`config.mk`:
```
export PLATFORM = sky130hd
export DESIGN_NAME = framed_packet_parser_crc16_flat
export DESIGN_NICKNAME = d
export VERILOG_FILES = /design/src/rtl/fpp_pkg.sv /design/src/rtl/fpp_stream_if.sv /design/src/rtl/framed_packet_parser_crc16.sv /design/src/flat_wrapper.sv
export SDC_FILE = /design/constraint.sdc
export NUM_CORES = 1
export LEC_CHECK = 0
export ABC_CLOCK_PERIOD_IN_PS = 3410
export BUFFER_PORTS_ARGS = -buffer_cell sky130_fd_sc_hd__buf_2
export CAP_MARGIN = 20
export CORE_AREA = 2 2 148 150
export DETAILED_ROUTE_END_ITERATION = 10
export DIE_AREA = 0 0 150 152
export SYNTH_ARGS = -nofsm -noshare
export SYNTH_HDL_FRONTEND = slang
export SYNTH_SLANG_ARGS = --single-unit
export TNS_END_PERCENT = 20
```
`constraint.sdc`:
```
create_clock -name clk -period 3.41 [get_ports clk]
set_input_delay 0.682 -clock clk [delete_from_list [all_inputs] [get_ports clk]]
set_output_delay 0.682 -clock clk [all_outputs]
set_load 0.01 [all_outputs]
```
`src/rtl/fpp_pkg.sv`:
```
// fpp_pkg: shared types, constants and the crc-16/arc byte update for the frame parser
// used by framed_packet_parser_crc16.sv
package fpp_pkg;

  localparam logic [7:0]  MARK_HEAD = 8'h3C;
  localparam logic [7:0]  MARK_TAIL = 8'h3E;
  localparam logic [15:0] CRC_POLY  = 16'hA001;

  localparam logic KIND_DATA   = 1'b0;
  localparam logic KIND_REPORT = 1'b1;

  typedef enum logic [10:0] {
    ST_HEAD_L  = 11'b000_0000_0001,
    ST_HEAD_H  = 11'b000_0000_0010,
    ST_CHANNEL = 11'b000_0000_0100,
    ST_FLAGS   = 11'b000_0000_1000,
    ST_LEN_L   = 11'b000_0001_0000,
    ST_LEN_H   = 11'b000_0010_0000,
    ST_PAYLOAD = 11'b000_0100_0000,
    ST_CRC_L   = 11'b000_1000_0000,
    ST_CRC_H   = 11'b001_0000_0000,
    ST_TAIL_L  = 11'b010_0000_0000,
    ST_TAIL_H  = 11'b100_0000_0000
  } fpp_state_t;

  typedef struct packed {
    logic        kind;
    logic [7:0]  data_byte;
    logic [7:0]  channel;
    logic [7:0]  frame_flags;
    logic [15:0] frame_length;
    logic        frame_ok;
  } fpp_result_t;

  // reflected crc-16, eight shift-xor steps for one byte
  function automatic logic [15:0] crc16_byte(input logic [15:0] crc, input logic [7:0] b);
    logic [15:0] c;
    c = crc ^ {8'h00, b};
    for (int k = 0; k < 8; k++) begin
      if (c[0]) begin
        c = (c >> 1) ^ CRC_POLY;
      end else begin
        c = c >> 1;
      end
    end
    return c;
  endfunction

endpackage

```
`src/rtl/fpp_stream_if.sv`:
```
// fpp_in_if / fpp_out_if: valid-ready channels of the frame parser
// standalone, no package dependency
interface fpp_in_if;
  logic       valid;
  logic       ready;
  logic [7:0] rx_byte;

  modport source (output valid, output rx_byte, input ready);
  modport sink   (input valid, input rx_byte, output ready);
endinterface

interface fpp_out_if;
  logic        valid;
  logic        ready;
  logic        kind;
  logic [7:0]  data_byte;
  logic [7:0]  channel;
  logic [7:0]  frame_flags;
  logic [15:0] frame_length;
  logic        frame_ok;

  modport source (output valid, output kind, output data_byte, output channel,
                  output frame_flags, output frame_length, output frame_ok,
                  input ready);
  modport sink   (input valid, input kind, input data_byte, input channel,
                  input frame_flags, input frame_length, input frame_ok,
                  output ready);
endinterface

```
`src/rtl/framed_packet_parser_crc16.sv`:
```
// framed_packet_parser_crc16: byte-stream parser for '<<' ch flags len payload crc '>>' frames
// depends on fpp_pkg.sv and fpp_stream_if.sv
//
// usage:
// in_ch takes one received byte per word (valid/ready). out_ch gives one word for
// every payload byte (kind 0, data_byte set) and one end-of-frame report after the
// second tail byte (kind 1, frame_ok set when both tail marks and the crc-16/arc
// of the payload match). header bytes, crc bytes and the first tail byte give no word.
// a byte that is not '<' in either head position drops back to hunting for '<'.
// a frame with zero length goes from the length bytes straight to the crc bytes.
// result words are registered in the output register, or in the skid word while that one is stalled.
// throughput: one byte per cycle while in_ch.ready is high; the crc update for a byte is
// combinational logic between the input byte and the running crc register.
// stall: an output register plus one skid word hold results while out_ch.ready is low,
// so in_ch.ready only drops once both are full; nothing is lost or repeated.
// reset (rst_n low, synchronous): parser hunts for the first head byte, both
// result words are emptied.
module framed_packet_parser_crc16 (
  input  logic           clk,
  input  logic           rst_n,
  fpp_in_if.sink         in_ch,
  fpp_out_if.source      out_ch
);
  import fpp_pkg::*;

  fpp_state_t  state_r, state_nxt;
  logic [7:0]  held_channel_r, held_channel_nxt;
  logic [7:0]  held_flags_r, held_flags_nxt;
  logic [15:0] held_length_r, held_length_nxt;
  logic [15:0] bytes_seen_r, bytes_seen_nxt;
  logic [15:0] received_crc_r, received_crc_nxt;
  logic [15:0] running_crc_r, running_crc_nxt;
  logic        tail_ok_r, tail_ok_nxt;

  fpp_result_t out_r, skid_r, res;
  logic        out_valid_r, skid_valid_r;
  logic        res_valid;
  logic        in_fire, out_fire;
  logic [7:0]  b;
  logic [15:0] seen_inc;

  assign in_fire  = in_ch.valid & in_ch.ready;
  assign out_fire = out_valid_r & out_ch.ready;
  assign b        = in_ch.rx_byte;
  assign seen_inc = bytes_seen_r + 16'd1;

  always_comb begin
    state_nxt        = state_r;
    held_channel_nxt = held_channel_r;
    held_flags_nxt   = held_flags_r;
    held_length_nxt  = held_length_r;
    bytes_seen_nxt   = bytes_seen_r;
    received_crc_nxt = received_crc_r;
    running_crc_nxt  = running_crc_r;
    tail_ok_nxt      = tail_ok_r;
    res_valid        = 1'b0;
    res.kind         = KIND_DATA;
    res.data_byte    = 8'h00;
    res.channel      = held_channel_r;
    res.frame_flags  = held_flags_r;
    res.frame_length = held_length_r;
    res.frame_ok     = 1'b0;
    unique case (state_r)
      ST_HEAD_H: begin
        state_nxt = (b == MARK_HEAD) ? ST_CHANNEL : ST_HEAD_L;
      end
      ST_CHANNEL: begin
        held_channel_nxt = b;
        state_nxt        = ST_FLAGS;
      end
      ST_FLAGS: begin
        held_flags_nxt = b;
        state_nxt      = ST_LEN_L;
      end
      ST_LEN_L: begin
        held_length_nxt = {8'h00, b};
        state_nxt       = ST_LEN_H;
      end
      ST_LEN_H: begin
        held_length_nxt = {b, held_length_r[7:0]};
        bytes_seen_nxt  = 16'd0;
        running_crc_nxt = 16'd0;
        tail_ok_nxt     = 1'b1;
        state_nxt       = ({b, held_length_r[7:0]} == 16'd0) ? ST_CRC_L : ST_PAYLOAD;
      end
      ST_PAYLOAD: begin
        running_crc_nxt = crc16_byte(running_crc_r, b);
        bytes_seen_nxt  = seen_inc;
        if (seen_inc == held_length_r) begin
          state_nxt = ST_CRC_L;
        end
        res_valid     = 1'b1;
        res.kind      = KIND_DATA;
        res.data_byte = b;
      end
      ST_CRC_L: begin
        received_crc_nxt = {8'h00, b};
        state_nxt        = ST_CRC_H;
      end
      ST_CRC_H: begin
        received_crc_nxt = {b, received_crc_r[7:0]};
        state_nxt        = ST_TAIL_L;
      end
      ST_TAIL_L: begin
        if (b != MARK_TAIL) begin
          tail_ok_nxt = 1'b0;
        end
        state_nxt = ST_TAIL_H;
      end
      ST_TAIL_H: begin
        state_nxt    = ST_HEAD_L;
        res_valid    = 1'b1;
        res.kind     = KIND_REPORT;
        res.frame_ok = tail_ok_r & (b == MARK_TAIL) & (received_crc_r == running_crc_r);
      end
      default: begin
        // waiting for the first head byte, also any stray code
        state_nxt = (b == MARK_HEAD) ? ST_HEAD_H : ST_HEAD_L;
      end
    endcase
  end

  always_ff @(posedge clk) begin
    if (!rst_n) begin
      state_r        <= ST_HEAD_L;
      held_channel_r <= 8'h00;
      held_flags_r   <= 8'h00;
      held_length_r  <= 16'd0;
      bytes_seen_r   <= 16'd0;
      received_crc_r <= 16'd0;
      running_crc_r  <= 16'd0;
      tail_ok_r      <= 1'b1;
    end else if (in_fire) begin
      state_r        <= state_nxt;
      held_channel_r <= held_channel_nxt;
      held_flags_r   <= held_flags_nxt;
      held_length_r  <= held_length_nxt;
      bytes_seen_r   <= bytes_seen_nxt;
      received_crc_r <= received_crc_nxt;
      running_crc_r  <= running_crc_nxt;
      tail_ok_r      <= tail_ok_nxt;
    end
  end

  // output register with one skid word behind it
  always_ff @(posedge clk) begin
    if (!rst_n) begin
      out_valid_r  <= 1'b0;
      skid_valid_r <= 1'b0;
    end else begin
      if (skid_valid_r) begin
        if (out_fire) begin
          out_r        <= skid_r;
          skid_valid_r <= 1'b0;
        end
      end else if (in_fire && res_valid) begin
        if (!out_valid_r || out_ch.ready) begin
          out_r       <= res;
          out_valid_r <= 1'b1;
        end else begin
          skid_r       <= res;
          skid_valid_r <= 1'b1;
        end
      end else if (out_fire) begin
        out_valid_r <= 1'b0;
      end
    end
  end

  assign in_ch.ready         = ~skid_valid_r;
  assign out_ch.valid        = out_valid_r;
  assign out_ch.kind         = out_r.kind;
  assign out_ch.data_byte    = out_r.data_byte;
  assign out_ch.channel      = out_r.channel;
  assign out_ch.frame_flags  = out_r.frame_flags;
  assign out_ch.frame_length = out_r.frame_length;
  assign out_ch.frame_ok     = out_r.frame_ok;

  a_skid_behind_out: assert property (@(posedge clk) disable iff (!rst_n)
    skid_valid_r |-> out_valid_r)
    else $error("skid word held while output register empty");

  a_payload_count: assert property (@(posedge clk) disable iff (!rst_n)
    (state_r == ST_PAYLOAD) |-> (bytes_seen_r < held_length_r))
    else $error("payload count ran past declared length");

  a_report_delivered: assert property (@(posedge clk) disable iff (!rst_n)
    (in_fire && state_r == ST_TAIL_H) |=> (out_valid_r && state_r == ST_HEAD_L))
    else $error("end of frame report not registered");

  a_report_no_data: assert property (@(posedge clk) disable iff (!rst_n)
    (out_valid_r && out_r.kind == KIND_REPORT) |-> (out_r.data_byte == 8'h00))
    else $error("report word carries a data byte");

  a_data_no_ok: assert property (@(posedge clk) disable iff (!rst_n)
    (out_valid_r && out_r.kind == KIND_DATA) |-> !out_r.frame_ok)
    else $error("payload word has ok bit set");

endmodule
```
`src/flat_wrapper.sv`:
```
// flat-port wrapper written by rule: the top's interface ports become plain ports
module framed_packet_parser_crc16_flat import fpp_pkg::*;
  (clk, rst_n, in_ch_valid, in_ch_rx_byte, in_ch_ready, out_ch_valid, out_ch_kind, out_ch_data_byte, out_ch_channel, out_ch_frame_flags, out_ch_frame_length, out_ch_frame_ok, out_ch_ready);
  fpp_in_if in_ch_i ();
  fpp_out_if out_ch_i ();
  input  logic clk;
  input  logic rst_n;
  input wire logic [$bits(in_ch_i.valid)-1:0] in_ch_valid;
  input wire logic [$bits(in_ch_i.rx_byte)-1:0] in_ch_rx_byte;
  output wire logic [$bits(in_ch_i.ready)-1:0] in_ch_ready;
  output wire logic [$bits(out_ch_i.valid)-1:0] out_ch_valid;
  output wire logic [$bits(out_ch_i.kind)-1:0] out_ch_kind;
  output wire logic [$bits(out_ch_i.data_byte)-1:0] out_ch_data_byte;
  output wire logic [$bits(out_ch_i.channel)-1:0] out_ch_channel;
  output wire logic [$bits(out_ch_i.frame_flags)-1:0] out_ch_frame_flags;
  output wire logic [$bits(out_ch_i.frame_length)-1:0] out_ch_frame_length;
  output wire logic [$bits(out_ch_i.frame_ok)-1:0] out_ch_frame_ok;
  input wire logic [$bits(out_ch_i.ready)-1:0] out_ch_ready;
  assign in_ch_i.valid = in_ch_valid;
  assign in_ch_i.rx_byte = in_ch_rx_byte;
  assign in_ch_ready = in_ch_i.ready;
  assign out_ch_valid = out_ch_i.valid;
  assign out_ch_kind = out_ch_i.kind;
  assign out_ch_data_byte = out_ch_i.data_byte;
  assign out_ch_channel = out_ch_i.channel;
  assign out_ch_frame_flags = out_ch_i.frame_flags;
  assign out_ch_frame_length = out_ch_i.frame_length;
  assign out_ch_frame_ok = out_ch_i.frame_ok;
  assign out_ch_i.ready = out_ch_ready;
  framed_packet_parser_crc16 u_core (.clk(clk), .rst_n(rst_n), .in_ch(in_ch_i), .out_ch(out_ch_i));
endmodule
```
---- Yosys cells after proc, flatten, opt, wreduce, memory -nomap -nowiden ----
Cells that the tools add are included.
word-level totals
  logic and storage cells ................. 126
  output and inout port bits .............. 44
  bits of input ports ..................... 12
  flip-flop bits (word level) ............. 178
operators by class
  reduce and logical (&&, ||, !) cells .... 24
  muxes and demuxes ....................... 41
  add/subtract/negate cells ............... 1
  eq/ne operators ......................... 19
  bitwise logic cells ..................... 17
operators by type and width
  cell                                                                     number
  16-bit two-way mux                                                       15
  42-bit two-way mux                                                       4
  16-bit case mux with 2 select lines                                      4
  11-bit case mux with 10 select lines                                     1
  16-bit equality test                                                     2
  2-bit inverter with 3-bit output                                         8
  16-bit by 1-bit adder with 16-bit output, second input constant          1
  8-bit by 6-bit equality test with 1-bit output, second input constant    2
  16-bit logical NOT                                                       1
  8-bit two-way mux                                                        2
  16-bit by 8-bit bitwise XOR with 16-bit output                           1
  2-bit nonzero test                                                       7
  2-bit AND reduction                                                      6
  3-bit AND reduction                                                      4
  11-bit by 10-bit equality test with 1-bit output, second input constant  1
  11-bit equality test, second input constant                              1
  11-bit by 2-bit equality test with 1-bit output, second input constant   1
  11-bit by 3-bit equality test with 1-bit output, second input constant   1
  11-bit by 4-bit equality test with 1-bit output, second input constant   1
  11-bit by 5-bit equality test with 1-bit output, second input constant   1
  11-bit by 6-bit equality test with 1-bit output, second input constant   1
  11-bit by 7-bit equality test with 1-bit output, second input constant   1
  11-bit by 8-bit equality test with 1-bit output, second input constant   1
  11-bit by 9-bit equality test with 1-bit output, second input constant   1
  15 further kinds                                                         34

---- Longest topological paths before layout ----
Gate-level depths: netlist of the first run.
  depth after elaboration ................. 25
  gate-level depth with buffers ........... 11
  gate-level depth less buffers ........... 9

---- Worst setup path after synthesis of the first run ----
No wires, ideal clock.
  path type ............................... register -> register
  from .................................... register u_core.state_r[4]
  to ...................................... register u_core.out_r (netlist bit u_core.out_ch.channel[0]), enable pin
  library setup time ...................... 0.441 ns
  arrival time ............................ 3.306 ns
  path buffers ............................ 1
  required time ........................... 2.969 ns
  clock period less this slack ............ 3.747 ns
  path slack .............................. -0.337 ns
  stages on the path, launching flop included .. 10
  cells stage by stage .................... dfxtp_1 -> clkbuf_1 -> nor3_1 -> nand4b_1 -> or2_2 -> inv_1 -> nor2_1 -> nor2_1 -> a21oi_1 -> nor2_1
on the way
  longest elaborated chain between the ends .. 6
  elaborated cells between the ends (all ways) .. 7
  those cells by class .................... 2 x eq/ne; 1 x mux; 4 x reduce/logical
RTL lines
  element                                                                                  RTL line                           RTL
  start, declared                                                                          framed_packet_parser_crc16.sv:26   fpp_state_t state_r, state_nxt;
  start signal, assigned                                                                   framed_packet_parser_crc16.sv:134  state_r <= state_nxt;
  11-bit by 7-bit equality test with 1-bit output or 11-bit equality test (tied branches)  framed_packet_parser_crc16.sv:63   unique case (state_r)
  2-bit OR reduction (no line) *                                                           -
  1-bit two-way mux *                                                                      framed_packet_parser_crc16.sv:63
  1-bit logical AND *                                                                      framed_packet_parser_crc16.sv:156  end else if (in_fire && res_valid) begin
  2-bit nonzero test (no line) *                                                           -
  4-bit AND reduction (no line) *                                                          -
  end signal, assigned                                                                     framed_packet_parser_crc16.sv:153  out_r <= skid_r;
  end signal, assigned                                                                     framed_packet_parser_crc16.sv:158  out_r <= res;
  end, declared                                                                            framed_packet_parser_crc16.sv:35   fpp_result_t out_r, skid_r, res;
Every way passes the cells marked *; elsewhere a longest branch is shown, timed or not.
A chain may end at the register's enable or synchronous reset.

---- Worst setup path in the final report of the first run ----
  from .................................... register u_core.bytes_seen_r[0]
  to ...................................... register u_core.state_r[8]
on the way
  longest elaborated chain between the ends .. 4
RTL lines
  element                                                     RTL line                           RTL
  start, declared                                             framed_packet_parser_crc16.sv:30   logic [15:0] bytes_seen_r, bytes_seen_nxt;
  start signal, assigned                                      framed_packet_parser_crc16.sv:138  bytes_seen_r <= bytes_seen_nxt;
  16-bit by 1-bit adder with 16-bit output                    framed_packet_parser_crc16.sv:45   assign seen_inc = bytes_seen_r + 16'd1;
  16-bit equality test                                        framed_packet_parser_crc16.sv:89   if (seen_inc == held_length_r) begin
  2-bit by 1-bit inequality test with 1-bit output (no line)  -
  2-bit AND reduction (no line)                               -
No other way between the ends.

==> impl_summary.txt, run 1 <==
----------------------------------------------------
[Global routing]
  Global-route layer with the greatest usage ... met1
  Global-route usage over all layers ... 17.1%
  Global-route wire length before repair ... 30400 um
  Initial antenna violation count ... 0
  Pin count of the biggest net entering global routing ... 53
  Residual overflow from global routing ... 0
  Met3 Resource Use GR ... 2.58%
  Via count of the first global-routing pass ... 5457
  M1 GR Usage ... 25.5%
  Met2 routing resource usage after global routing ... 25.4%

[Pwr]
  Int Power ... 3.24 mW
  Clock group share of total power ... 44.7%
  Combinational share of power ... 3.0%
  Fraction of power spent switching nets ... 23.7%
  IR drop worst, VDD ... 0.296 mV
  Pwr per Cell Area ... 450 nW/um^2
  Switching power ... 1.01 mW
  Share of total power in sequential cells ... 52.2%
  Static leakage ... 3.30 nW

[Drt]
  Number of nets with antenna violations after detailed routing ... 0
  First-pass detailed-route iteration total ... 4
  Post-route DRC violation count ... 0
  Routed WL ... 18800 um
  Violation count after the first detailed-routing iteration ... 351
  Mean routed wirelength per cell ... 17.0 um
  Via count of the routed design ... 5706
  Average vias per placed instance ... 5.16

[Layout]
  Register area ... 4410 um^2
  Ratio of cells with drive above 1 in the final layout ... 21.8%
  Design area ... 9440 um^2
  Area of combinational cells with multiple inputs ... 3650 um^2
  Layout overhead on the synthesized area ... 12.8%
  Number of diodes ... 0
  Final standard cell utilization of the core ... 44.2%
  Net total in the final layout ... 825
  Fill cell total of the finished layout ... 2043

[Min path]
  Class of the worst hold path ... reg2reg
  Hold endpoint ... u_core.skid_r[26]$_DFFE_PP_
  Cell count of the worst hold path ... 0
  Beginning of the worst hold path ... u_core.held_channel_r[1]$_SDFFE_PN0P_

[Logic synthesis]
  Synth top cells by count ... 94 x sky130_fd_sc_hd__dfxtp_1, 87 x sky130_fd_sc_hd__nand2_1, 84 x sky130_fd_sc_hd__edfxtp_1
  Proportion of synthesized chip area in sequential cells ... 52.6%
  Total nets after synthesis ... 782
  Synth area leader ... sky130_fd_sc_hd__edfxtp_1
  Synth top area cells ... sky130_fd_sc_hd__edfxtp_1 30%, sky130_fd_sc_hd__dfxtp_1 22%, sky130_fd_sc_hd__mux2_2 5.2%, sky130_fd_sc_hd__xnor2_1 4.3%, sky130_fd_sc_hd__nand2_1 3.9%
  Mean cell area of the mapped netlist ... 10.9 um^2
  Post-synthesis cell area ... 8370 um^2
  Number of distinct library cells after synthesis ... 61
  Number of synthesized register bits ... 178
  Number of enable-type register cells in the synthesized netlist ... 84
  Most frequently used cell type in the post-synthesis netlist ... sky130_fd_sc_hd__dfxtp_1
  Main synth FF type ... sky130_fd_sc_hd__dfxtp_1
  Post-synth ARST share ... 0%
  Synth Warn # ... 0
  Top cell type's share of synthesized area ... 30.1%
  Count of mapped cells out of synthesis ... 769

[Critical path]
  Data required time of the worst path ... 3.72 ns
  Setup slack on the worst flop-to-flop path ... 0.52 ns
  Crit-path max cell delay ... 0.49 ns
  Top Family by Delay on Critical Path ... simple AND/OR/NAND/NOR gates
  Combined buffer and inverter count along the critical path ... 1
  Launching element of the worst setup path ... u_core.bytes_seen_r[0]$_SDFFE_PN0P_
  Crit path capture type ... register
  Worst EP arrival ... 3.20 ns
  Cells traversed along the worst timing path ... ha_1 -> nand3_2 -> nor2_1 -> xnor2_1 -> nand4_1 -> a2111oi_0 -> and4_1 -> buf_4 -> nor2_4 -> mux2i_1
  Path type of the worst setup path ... reg2reg
  Crit Reg-Reg Endpoint ... u_core.state_r[8]$_SDFFE_PN0P_
  Critical path startpoint category ... register
  R2r worst-path depth ... 10
  Critical path fanouts, max ... 16
  Reg-to-reg startpoint ... u_core.bytes_seen_r[0]$_SDFFE_PN0P_
  Cell at the slowest stage of the critical path ... sky130_fd_sc_hd__a2111oi_0

[Floorplan]
  Floorplan row count ... 54
  Vertical die dimension ... 152 um
  Floorplan die width ... 150 um
  Initial core utilization ... 39.2%
  Area of the die ... 22800 um^2
  I/O Pins ... 56
  Core ar. ... 21400 um^2

[Clocking]
  Hold-fix buffers at CTS ... 0
  Source-to-sink clock delay at the later pin of the worst-skew pair ... 0.43 ns
  Root buffer cell ... sky130_fd_sc_hd__clkbuf_16
  Number of levels the H-tree was split into ... 4
  Post-cts resize count ... 0
  Number of buffers added for setup after CTS ... 0
  TritonCTS clock tree ... yes
  CTS max path bufs ... 2
  Clock buffers created by TritonCTS ... 17
  Clock-pin slew reported for the worst setup and hold paths after clock tree synthesis ... 0.07 ns
  Clock sink total ... 178

[STA]
  Final Setup Violations ... 0
  Fmax ... 0.346 GHz
  Hold violation total from the final report ... 0
  Total negative slack for setup checks ... 0 ns
  Slew at the pin closest to its max-slew limit ... 0.990 ns
  Setup repair after global routing missed its margin ... false
  Ratio of final minimum period to clock period ... 84.8%
  Max-slew headroom at the worst pin ... 33.5%
  Number of pins exceeding their max-slew limit in the final report ... 0
  Post-route minimum period ... 2.89 ns
  Worst Clk Skew ... 0.00951 ns

[Flow run]
  Max Cap Violations ... 0

[Status]
  Outcome ... complete, no violations

[Placement]
  Number of buffers added on ports ... 55
  Routability congestion estimate from global placement ... 0.866
  Half-perimeter wire length after detailed placement ... 12500 um
  Placed inst area ... 8870 um^2

----------------------------------------------------
## registers in the layout (all words and copies together), names as in the netlist, 8 cells and up
name,count
u_core.bytes_seen_r,16
u_core.held_channel_r,8
u_core.held_flags_r,8
u_core.held_length_r,16
u_core.out_ch.channel,8
u_core.out_ch.data_byte,8
u_core.out_ch.frame_flags,8
u_core.out_ch.frame_length,16
u_core.received_crc_r,16
u_core.running_crc_r,16
u_core.skid_r,42
u_core.state_r,11
## worst max-delay path by stage
stage	slack, ns	cells after the start	end
2_1_floorplan	0.35	9	u_core.out_ch.channel[0]$_DFFE_PP_
3_3_place_gp	0.61	10	u_core.state_r[1]$_SDFFE_PN0P_
3_5_place_dp	0.54	10	u_core.state_r[8]$_SDFFE_PN0P_
4_1_cts	0.50	10	u_core.state_r[8]$_SDFFE_PN0P_
5_1_grt	0.16	10	u_core.state_r[9]$_SDFFE_PN0P_
6_report	0.52	10	u_core.state_r[8]$_SDFFE_PN0P_
## metrics by stage
stage               worst slack, ns  std cells  hold WS [ns]  power [mW]
floorplan                     0.350        769         0.426        2.35
global placement              0.613       1073         0.441        2.39
detailed placement            0.539       1073         0.445        2.39
CTS                           0.503       1105         0.466        4.27
global route                  0.157       1105         0.479        4.37
finish                        0.519       1105         0.462        4.24
## power groups by stage
stage               Combinational, mW  Sequential, mW  Clock (mW)
detailed placement              0.128            2.26           0
floorplan                      0.0905            2.26           0
global placement                0.129            2.26           0
finish                          0.129            2.22        1.90
global route                    0.139            2.21        2.02
CTS                             0.129            2.22        1.93
## metal layers
layer / part of all wire, % / vias to the layer above
met2: 44 / 140
met1: 50 / 2707
met4: 1.6 / 0
met3: 4.8 / 20
li1: - / 2839
met5: 0 / -
## layout by cell type, fill, tap and decap left out, types with 17 or more instances in the layout
cell type | netlist | routed
sky130_fd_sc_hd__nor2b_1 | 41 | 41
sky130_fd_sc_hd__clkbuf_16 | 0 | 17
sky130_fd_sc_hd__nand2_1 | 87 | 87
sky130_fd_sc_hd__a21oi_1 | 19 | 19
sky130_fd_sc_hd__nor3_1 | 17 | 17
sky130_fd_sc_hd__dfxtp_1 | 94 | 93
sky130_fd_sc_hd__nand3_1 | 22 | 22
sky130_fd_sc_hd__o21ai_0 | 30 | 30
sky130_fd_sc_hd__a22oi_1 | 22 | 22
sky130_fd_sc_hd__nand3_2 | 17 | 17
sky130_fd_sc_hd__nor2_1 | 32 | 30
sky130_fd_sc_hd__buf_4 | 2 | 19
sky130_fd_sc_hd__mux2_2 | 39 | 39
sky130_fd_sc_hd__xor2_1 | 20 | 20
sky130_fd_sc_hd__buf_2 | 6 | 55
sky130_fd_sc_hd__a21boi_0 | 29 | 29
sky130_fd_sc_hd__edfxtp_1 | 84 | 84
sky130_fd_sc_hd__xnor2_1 | 41 | 41
## final cells by class
class | instances | area share (%)
flip-flops and latches | 178 | 46.7
multi-input cells | 533 | 38.7
repair buffers | 75 | 4.64
clock buffers | 18 | 4.55
well taps | 280 | 3.71
clock inverters | 14 | 1.45
inverters | 7 | 0.278
## cell families after synthesis
family                   after synthesis  share of synthesized area (%)
buffers and inverters                 58                           3.87
XOR/XNOR                              61                           6.39
AO/OA/AOI/OAI                        131                           10.7
flip-flops                           178                           52.6
AND/OR/NAND/NOR                      285                           19.1
adder cells (fa/ha/maj)                1                          0.150
multiplexers                          55                           7.16
Power figures use the tool's default switching activity.
==> inputs of run 2 (changes only) <==
Settings changed: ABC_CLOCK_PERIOD_IN_PS 3410 to 2850.
Clock period 3.41 ns to 2.85 ns, I/O delays scaled along.
==> impl_summary.txt, run 2 (same netlist as run 1, synthesis figures left out) <==
----------------------------------------------------
[Layout]
  Design area ... 9580 um^2 (was 9440 um^2)
  Commonest cells after routing, fill and taps aside ... 93 x sky130_fd_sc_hd__dfxtp_1, 87 x sky130_fd_sc_hd__nand2_1, 84 x sky130_fd_sc_hd__edfxtp_1 (unchanged)
  Final standard cell utilization of the core ... 44.9% (was 44.2%)
  Number of diodes ... 0 (unchanged)
  Flip-flop count of the largest register, all copies and words added ... 42 (unchanged)
  Most common library cell in the layout ignoring fill and taps ... sky130_fd_sc_hd__dfxtp_1 (unchanged)
  Ratio of cells with drive above 1 in the final layout ... 23.2% (was 21.8%)
  Number of standard cells in the layout, taps in and fillers out ... 1116 (was 1105)
  Largest register by flop count ... u_core.skid_r (unchanged)
  Net total in the final layout ... 836 (was 825)
  Layout overhead on the synthesized area ... 14.5% (was 12.8%)

[Placement]
  Routability congestion estimate from global placement ... 0.834 (was 0.866)
  Instance count after placement with tap cells included ... 1084 (was 1073)
  Number of buffers added on ports ... 55 (unchanged)
  Placed inst area ... 8990 um^2 (was 8870 um^2)
  Half-perimeter wire length after detailed placement ... 13100 um (was 12500 um)

[Floorplan]
  I/O Pins ... 56 (unchanged)
  Core ar. ... 21400 um^2 (unchanged)
  Area of the die ... 22800 um^2 (unchanged)
  Floorplan row count ... 54 (unchanged)
  Vertical die dimension ... 152 um (unchanged)
  Initial core utilization ... 39.2% (unchanged)
  Floorplan die width ... 150 um (unchanged)

[Pwr]
  Pwr per Cell Area ... 532 nW/um^2 (was 450 nW/um^2)
  Pwr Total ... 5.10 mW (was 4.24 mW)
  Static leakage ... 3.40 nW (was 3.30 nW)
  IR drop worst, VDD ... 0.363 mV (was 0.296 mV)

[Drt]
  Via count of the routed design ... 5791 (was 5706)
  Wire length on met3 ... 907 um (was 904 um)
  Routed WL ... 19000 um (was 18800 um)
  Top layer used by detailed routing ... met4 (unchanged)
  Mean routed wirelength per cell ... 17.0 um (about the same)
  Number of nets with antenna violations after detailed routing ... 0 (unchanged)
  Post-route DRC violation count ... 0 (unchanged)
  Average vias per placed instance ... 5.19 (was 5.16)
  Met1 wire length ... 9300 um (was 9330 um)
  First-pass detailed-route iteration total ... 5 (was 4)
  Amount of wire on met2 after detailed routing ... 8590 um (was 8260 um)
  Violation count after the first detailed-routing iteration ... 466 (was 351)

[Global routing]
  Initial antenna violation count ... 0 (unchanged)
  Global-route usage over all layers ... 17.4% (was 17.1%)
  Residual overflow from global routing ... 0 (unchanged)
  Via count of the first global-routing pass ... 5497 (was 5457)
  Pin count of the biggest net entering global routing ... 43 (was 53)
  Global-route wire length before repair ... 31000 um (was 30400 um)

[STA]
  Slew at the pin closest to its max-slew limit ... 0.696 ns (was 0.990 ns)
  Setup repair after global routing missed its margin ... false (unchanged)
  Number of pins exceeding their max-slew limit in the final report ... 0 (unchanged)
  Post-route minimum period ... 2.64 ns (was 2.89 ns)
  Max-slew headroom at the worst pin ... 53.6% (was 33.5%)
  Final Setup Violations ... 0 (unchanged)
  Worst Clk Skew ... 0.00970 ns (was 0.00951 ns)
  Fmax ... 0.379 GHz (was 0.346 GHz)
  Ratio of final minimum period to clock period ... 92.6% (was 84.8%)
  Hold violation total from the final report ... 0 (unchanged)

[Clocking]
  CTS max path bufs ... 2 (unchanged)
  Source-to-sink clock delay at the later pin of the worst-skew pair ... 0.43 ns (about the same)
  Clock sink total ... 178 (unchanged)
  Number of levels the H-tree was split into ... 4 (unchanged)
  TritonCTS clock tree ... yes (unchanged)
  Number of buffers added for setup after CTS ... 0 (unchanged)
  Clock buffers created by TritonCTS ... 17 (unchanged)
  Clock-pin slew reported for the worst setup and hold paths after clock tree synthesis ... 0.07 ns (about the same)
  Root buffer cell ... sky130_fd_sc_hd__clkbuf_16 (unchanged)

[Min path]
  Class of the worst hold path ... in2reg (was reg2reg)
  Cell count of the worst hold path ... 3 (was 0)

[Critical path]
  Critical path startpoint category ... register (unchanged)
  Data required time of the worst path ... 2.99 ns (was 3.72 ns)
  Crit path capture type ... register (unchanged)
  Worst EP arrival ... 2.78 ns (was 3.20 ns)
  R2r worst-path depth ... 8 (was 10)
  Path type of the worst setup path ... reg2reg (unchanged)
  Critical path fanouts, max ... 17 (was 16)
  Setup slack on the worst flop-to-flop path ... 0.21 ns (was 0.52 ns)

[Status]
  Outcome ... complete, no violations (unchanged)

[Flow run]
  Max Cap Violations ... 0 (unchanged)

----------------------------------------------------
## run 2: changes by cell type in the layout (fill, tap and decap cells not counted), sizes merged
| cell | delta |
|---|---|
| clkinvlp | +2 |
| buf | +11 |
| inv | -2 |
## run 2: what timing repair did
action / in CTS / in global routing
endpoints found under the setup margin: 0 / 15
hold buffers: 0 / 0
resized for setup: 0 / 2
## run 2: critical path: stages (launching register included)
cell and delay, ns:
sky130_fd_sc_hd__dfxtp_1 0.39, sky130_fd_sc_hd__nor3_1 0.31, sky130_fd_sc_hd__nand4b_1 0.23, sky130_fd_sc_hd__or2_2 0.37, sky130_fd_sc_hd__inv_1 0.13, sky130_fd_sc_hd__nor2_1 0.05
sky130_fd_sc_hd__nor2_1 0.18, sky130_fd_sc_hd__and4_2 0.47, sky130_fd_sc_hd__buf_12 0.20
## run 2: worst paths after layout
path | endpoint | startpoint
worst max-delay path | u_core.skid_r[18]$_DFFE_PP_ | u_core.state_r[4]$_SDFFE_PN0P_
worst min-delay path | u_core.received_crc_r[3]$_SDFFE_PN0P_ | in_ch_rx_byte[3]
worst max register to register | u_core.skid_r[18]$_DFFE_PP_ | u_core.state_r[4]$_SDFFE_PN0P_
worst min register to register | u_core.skid_r[17]$_DFFE_PP_ | u_core.held_flags_r[0]$_SDFFE_PN0P_
## run 2: report_power, final
part	leakage (nW)	switching [mW]	internal, mW
registers	1.54	0.000452	2.65
logic	1.58	0.0989	0.0589
clock network	0.282	1.10	1.19
total	3.40	1.20	3.90
## run 2: stage by stage
stage | hold WS [ns] | setup TNS, ns | setup WS, ns
after floorplan | 0.426 | -5.21 | -0.124
after global placement | 0.444 | 0 | 0.242
after detailed placement | 0.444 | 0 | 0.194
after CTS | 0.423 | 0 | 0.164
after global routing | 0.444 | 0 | 0.0111
final | 0.430 | 0 | 0.211
## run 2: layout make-up
class	count	area, um^2
well taps	280	350
flip-flops and latches	178	4410
inverters	7	26.3
clock inverters	14	144
fillers	2011	11800
clock buffers	18	439
repair buffers	86	558
multi-input cells	533	3650
## run 2: routing by layer
layer / vias to the layer above / track usage (%)
met5: - / 0
met4: 0 / 4.81
met3: 16 / 2.85
met1: 2771 / 25.9
li1: 2865 / -
met2: 139 / 26.1
==> inputs of run 3 (changes only) <==
Settings changed: ABC_CLOCK_PERIOD_IN_PS 2850 to 2300.
Clock period 2.85 ns to 2.3 ns, I/O delays scaled along.
==> impl_summary.txt, run 3 (same netlist as run 1, synthesis figures left out) <==
----------------------------------------------------
[Status]
  Outcome ... complete, but fails checks (was complete, no violations)
  Violations in the final reports ... setup timing

[Global routing]
  Global-route wire length before repair ... 31400 um (was 31000 um)
  Via count of the first global-routing pass ... 5635 (was 5497)
  Residual overflow from global routing ... 0 (unchanged)
  Global-route usage over all layers ... 17.7% (was 17.4%)
  Initial antenna violation count ... 0 (unchanged)
  Pin count of the biggest net entering global routing ... 55 (was 43)

[Min path]
  Cell count of the worst hold path ... 3 (unchanged)
  Beginning of the worst hold path ... rst_n (was in_ch_rx_byte[3])
  Class of the worst hold path ... in2reg (unchanged)
  Hold endpoint ... u_core.skid_valid_r$_SDFF_PN0_ (was u_core.received_crc_r[3]$_SDFFE_PN0P_)

[Drt]
  First-pass detailed-route iteration total ... 5 (unchanged)
  Average vias per placed instance ... 5.12 (was 5.19)
  Number of nets with antenna violations after detailed routing ... 0 (unchanged)
  Post-route DRC violation count ... 0 (unchanged)
  Routed WL ... 19500 um (was 19000 um)
  Via count of the routed design ... 6006 (was 5791)
  Mean routed wirelength per cell ... 16.6 um (was 17.0 um)
  Violation count after the first detailed-routing iteration ... 501 (was 466)

[Critical path]
  Cell at the slowest stage of the critical path ... sky130_fd_sc_hd__dfxtp_2 (was sky130_fd_sc_hd__and4_2)
  Worst EP arrival ... 2.65 ns (was 2.78 ns)
  Data required time of the worst path ... 2.63 ns (was 2.99 ns)
  Cells traversed along the worst timing path ... ha_4 -> xor2_1 -> nor4_2 -> nand4_1 -> a2111oi_4 -> buf_4 -> nand4_1 -> and3_1 -> o21a_1 (was nor3_1 -> nand4b_1 -> or2_2 -> inv_1 -> nor2_1 -> nor2_1 -> and4_2 -> buf_12)
  R2r worst-path depth ... 9 (was 8)
  Crit Reg-Reg Endpoint ... u_core.state_r[10]$_SDFFE_PN0P_ (was u_core.skid_r[18]$_DFFE_PP_)
  Path type of the worst setup path ... reg2reg (unchanged)
  Library cell appearing most often on the critical path ... sky130_fd_sc_hd__nand4_1 (was sky130_fd_sc_hd__nor2_1)
  Reg-to-reg startpoint ... u_core.bytes_seen_r[0]$_SDFFE_PN0P_ (was u_core.state_r[4]$_SDFFE_PN0P_)
  Setup slack on the worst flop-to-flop path ... -0.03 ns (was 0.21 ns)
  Critical path fanouts, max ... 3 (was 17)
  Crit path capture type ... register (unchanged)
  Crit-path max cell delay ... 0.34 ns (was 0.47 ns)
  Critical path startpoint category ... register (unchanged)

[Clocking]
  Clock sink total ... 178 (unchanged)
  Clock-pin slew reported for the worst setup and hold paths after clock tree synthesis ... 0.07 ns (about the same)
  Root buffer cell ... sky130_fd_sc_hd__clkbuf_16 (unchanged)
  CTS max path bufs ... 2 (unchanged)
  Clock buffers created by TritonCTS ... 17 (unchanged)
  TritonCTS clock tree ... yes (unchanged)
  Source-to-sink clock delay at the later pin of the worst-skew pair ... 0.44 ns (was 0.43 ns)
  Number of levels the H-tree was split into ... 4 (unchanged)

[Layout]
  Most common library cell in the layout ignoring fill and taps ... sky130_fd_sc_hd__nand2_1 (was sky130_fd_sc_hd__dfxtp_1)
  Number of diodes ... 0 (unchanged)
  Largest register by flop count ... u_core.skid_r (unchanged)
  Layout overhead on the synthesized area ... 21.2% (was 14.5%)
  Flip-flop count of the largest register, all copies and words added ... 42 (unchanged)
  Commonest cells after routing, fill and taps aside ... 87 x sky130_fd_sc_hd__nand2_1, 84 x sky130_fd_sc_hd__dfxtp_1, 84 x sky130_fd_sc_hd__edfxtp_1 (was 93 x sky130_fd_sc_hd__dfxtp_1, 87 x sky130_fd_sc_hd__nand2_1, 84 x sky130_fd_sc_hd__edfxtp_1)
  Ratio of cells with drive above 1 in the final layout ... 29.9% (was 23.2%)
  Net total in the final layout ... 892 (was 836)

[Floorplan]
  Core ar. ... 21400 um^2 (unchanged)
  Vertical die dimension ... 152 um (unchanged)
  I/O Pins ... 56 (unchanged)
  Floorplan die width ... 150 um (unchanged)
  Floorplan row count ... 54 (unchanged)
  Initial core utilization ... 39.2% (unchanged)
  Area of the die ... 22800 um^2 (unchanged)

[STA]
  Total negative slack for setup checks ... -0.0442 ns (was 0 ns)
  Ratio of final minimum period to clock period ... 101% (was 92.6%)
  Final Setup Violations ... 4 (was 0)
  Number of pins exceeding their max-slew limit in the final report ... 0 (unchanged)
  Slew at the pin closest to its max-slew limit ... 0.615 ns (was 0.696 ns)
  Post-route setup slack ... -0.0255 ns (was 0.211 ns)
  Worst Clk Skew ... 0.0121 ns (was 0.00970 ns)
  Worst-case hold slack ... 0.368 ns (was 0.430 ns)
  Setup repair after global routing missed its margin ... true (was false)
  Max-slew headroom at the worst pin ... 58.8% (was 53.6%)
  Fmax ... 0.430 GHz (was 0.379 GHz)
  Post-route minimum period ... 2.33 ns (was 2.64 ns)
  Hold violation total from the final report ... 0 (unchanged)

[Placement]
  Number of buffers added on ports ... 55 (unchanged)
  Routability congestion estimate from global placement ... 0.854 (was 0.834)
  Half-perimeter wire length after detailed placement ... 13600 um (was 13100 um)

[Pwr]
  Pwr per Cell Area ... 620 nW/um^2 (was 532 nW/um^2)
  Static leakage ... 3.71 nW (was 3.40 nW)
  IR drop worst, VDD ... 0.411 mV (was 0.363 mV)

[Flow run]
  Max Cap Violations ... 0 (unchanged)

----------------------------------------------------
## run 3: changes by cell type in the layout (fill, tap and decap cells not counted), sizes merged
cell,before,now
buf,86,142
clkinvlp,2,3
inv,14,18
clkinv,5,0
## run 3: report_power, final
part           switching, mW  internal (mW)  leakage, nW
clock                   1.36           1.44        0.269
sequential           0.00156           3.28         1.54
combinational          0.125         0.0826         1.90
total                   1.48           4.80         3.71
## run 3: routing by layer
metal | GRT usage (%) | part of all wire, % | wire length (um) | vias to the layer above
met2 | 26.3 | 44 | 8670 | 116
met3 | 2.91 | 3.6 | 703 | 21
met5 | 0 | 0 | 0 | -
met1 | 26.5 | 51 | 9860 | 2889
met4 | 5.39 | 1.3 | 253 | 0
li1 | - | - | - | 2980
## run 3: how the worst max path moves through the flow
stage                                              startpoint  slack, ns                               to
after floorplan                u_core.state_r[4]$_SDFFE_PN0P_      -0.16       u_core.skid_r[0]$_DFFE_PP_
after global placement                            in_ch_valid      -0.30   u_core.state_r[8]$_SDFFE_PN0P_
after detailed placement                          in_ch_valid      -0.33   u_core.state_r[2]$_SDFFE_PN0P_
after CTS                 u_core.bytes_seen_r[0]$_SDFFE_PN0P_      0.002   u_core.state_r[2]$_SDFFE_PN0P_
after global routing      u_core.bytes_seen_r[0]$_SDFFE_PN0P_      -0.20  u_core.state_r[10]$_SDFFE_PN0P_
final                     u_core.bytes_seen_r[0]$_SDFFE_PN0P_      -0.03  u_core.state_r[10]$_SDFFE_PN0P_
## run 3: cell type report
| cell class | instances | area, um^2 |
|---|---|---|
| clock buffers | 18 | 429 |
| fillers | 1990 | 11200 |
| repair buffers | 142 | 1030 |
| multi-input cells | 533 | 3750 |
| clock inverters | 14 | 131 |
| inverters | 7 | 26.3 |
| flip-flops and latches | 178 | 4420 |
| well taps | 280 | 350 |
## run 3: what timing repair did
item,in CTS,in global routing
buffers inserted,0,0
hold buffers,0,0
endpoints found under the setup margin,19,111
cloned,1,0
pin swaps,1,2
gates resized for setup,22,13
## run 3: worst max-delay path: cells and delay by family (launching register included)
family                   cells  cell delay, ns
AO/OA/AOI/OAI                2            0.42
buffers and inverters        1            0.17
AND/OR/NAND/NOR              4            0.88
flip-flops                   1            0.34
XOR/XNOR                     1            0.16
adder cells (fa/ha/maj)      1            0.24
## run 3: metrics by stage
step	std cells	instance area [um^2]	util, %	worst slack, ns	power [mW]
after global placement	1138	9430	44.1	-0.304	3.56
after global routing	1172	10100	47.5	-0.198	6.50
final	1172	10100	47.5	-0.0255	6.28
after floorplan	769	8400	-	-0.163	3.49
after CTS	1171	10100	47.3	0.00235	6.34
after detailed placement	1138	9430	44.1	-0.327	3.56
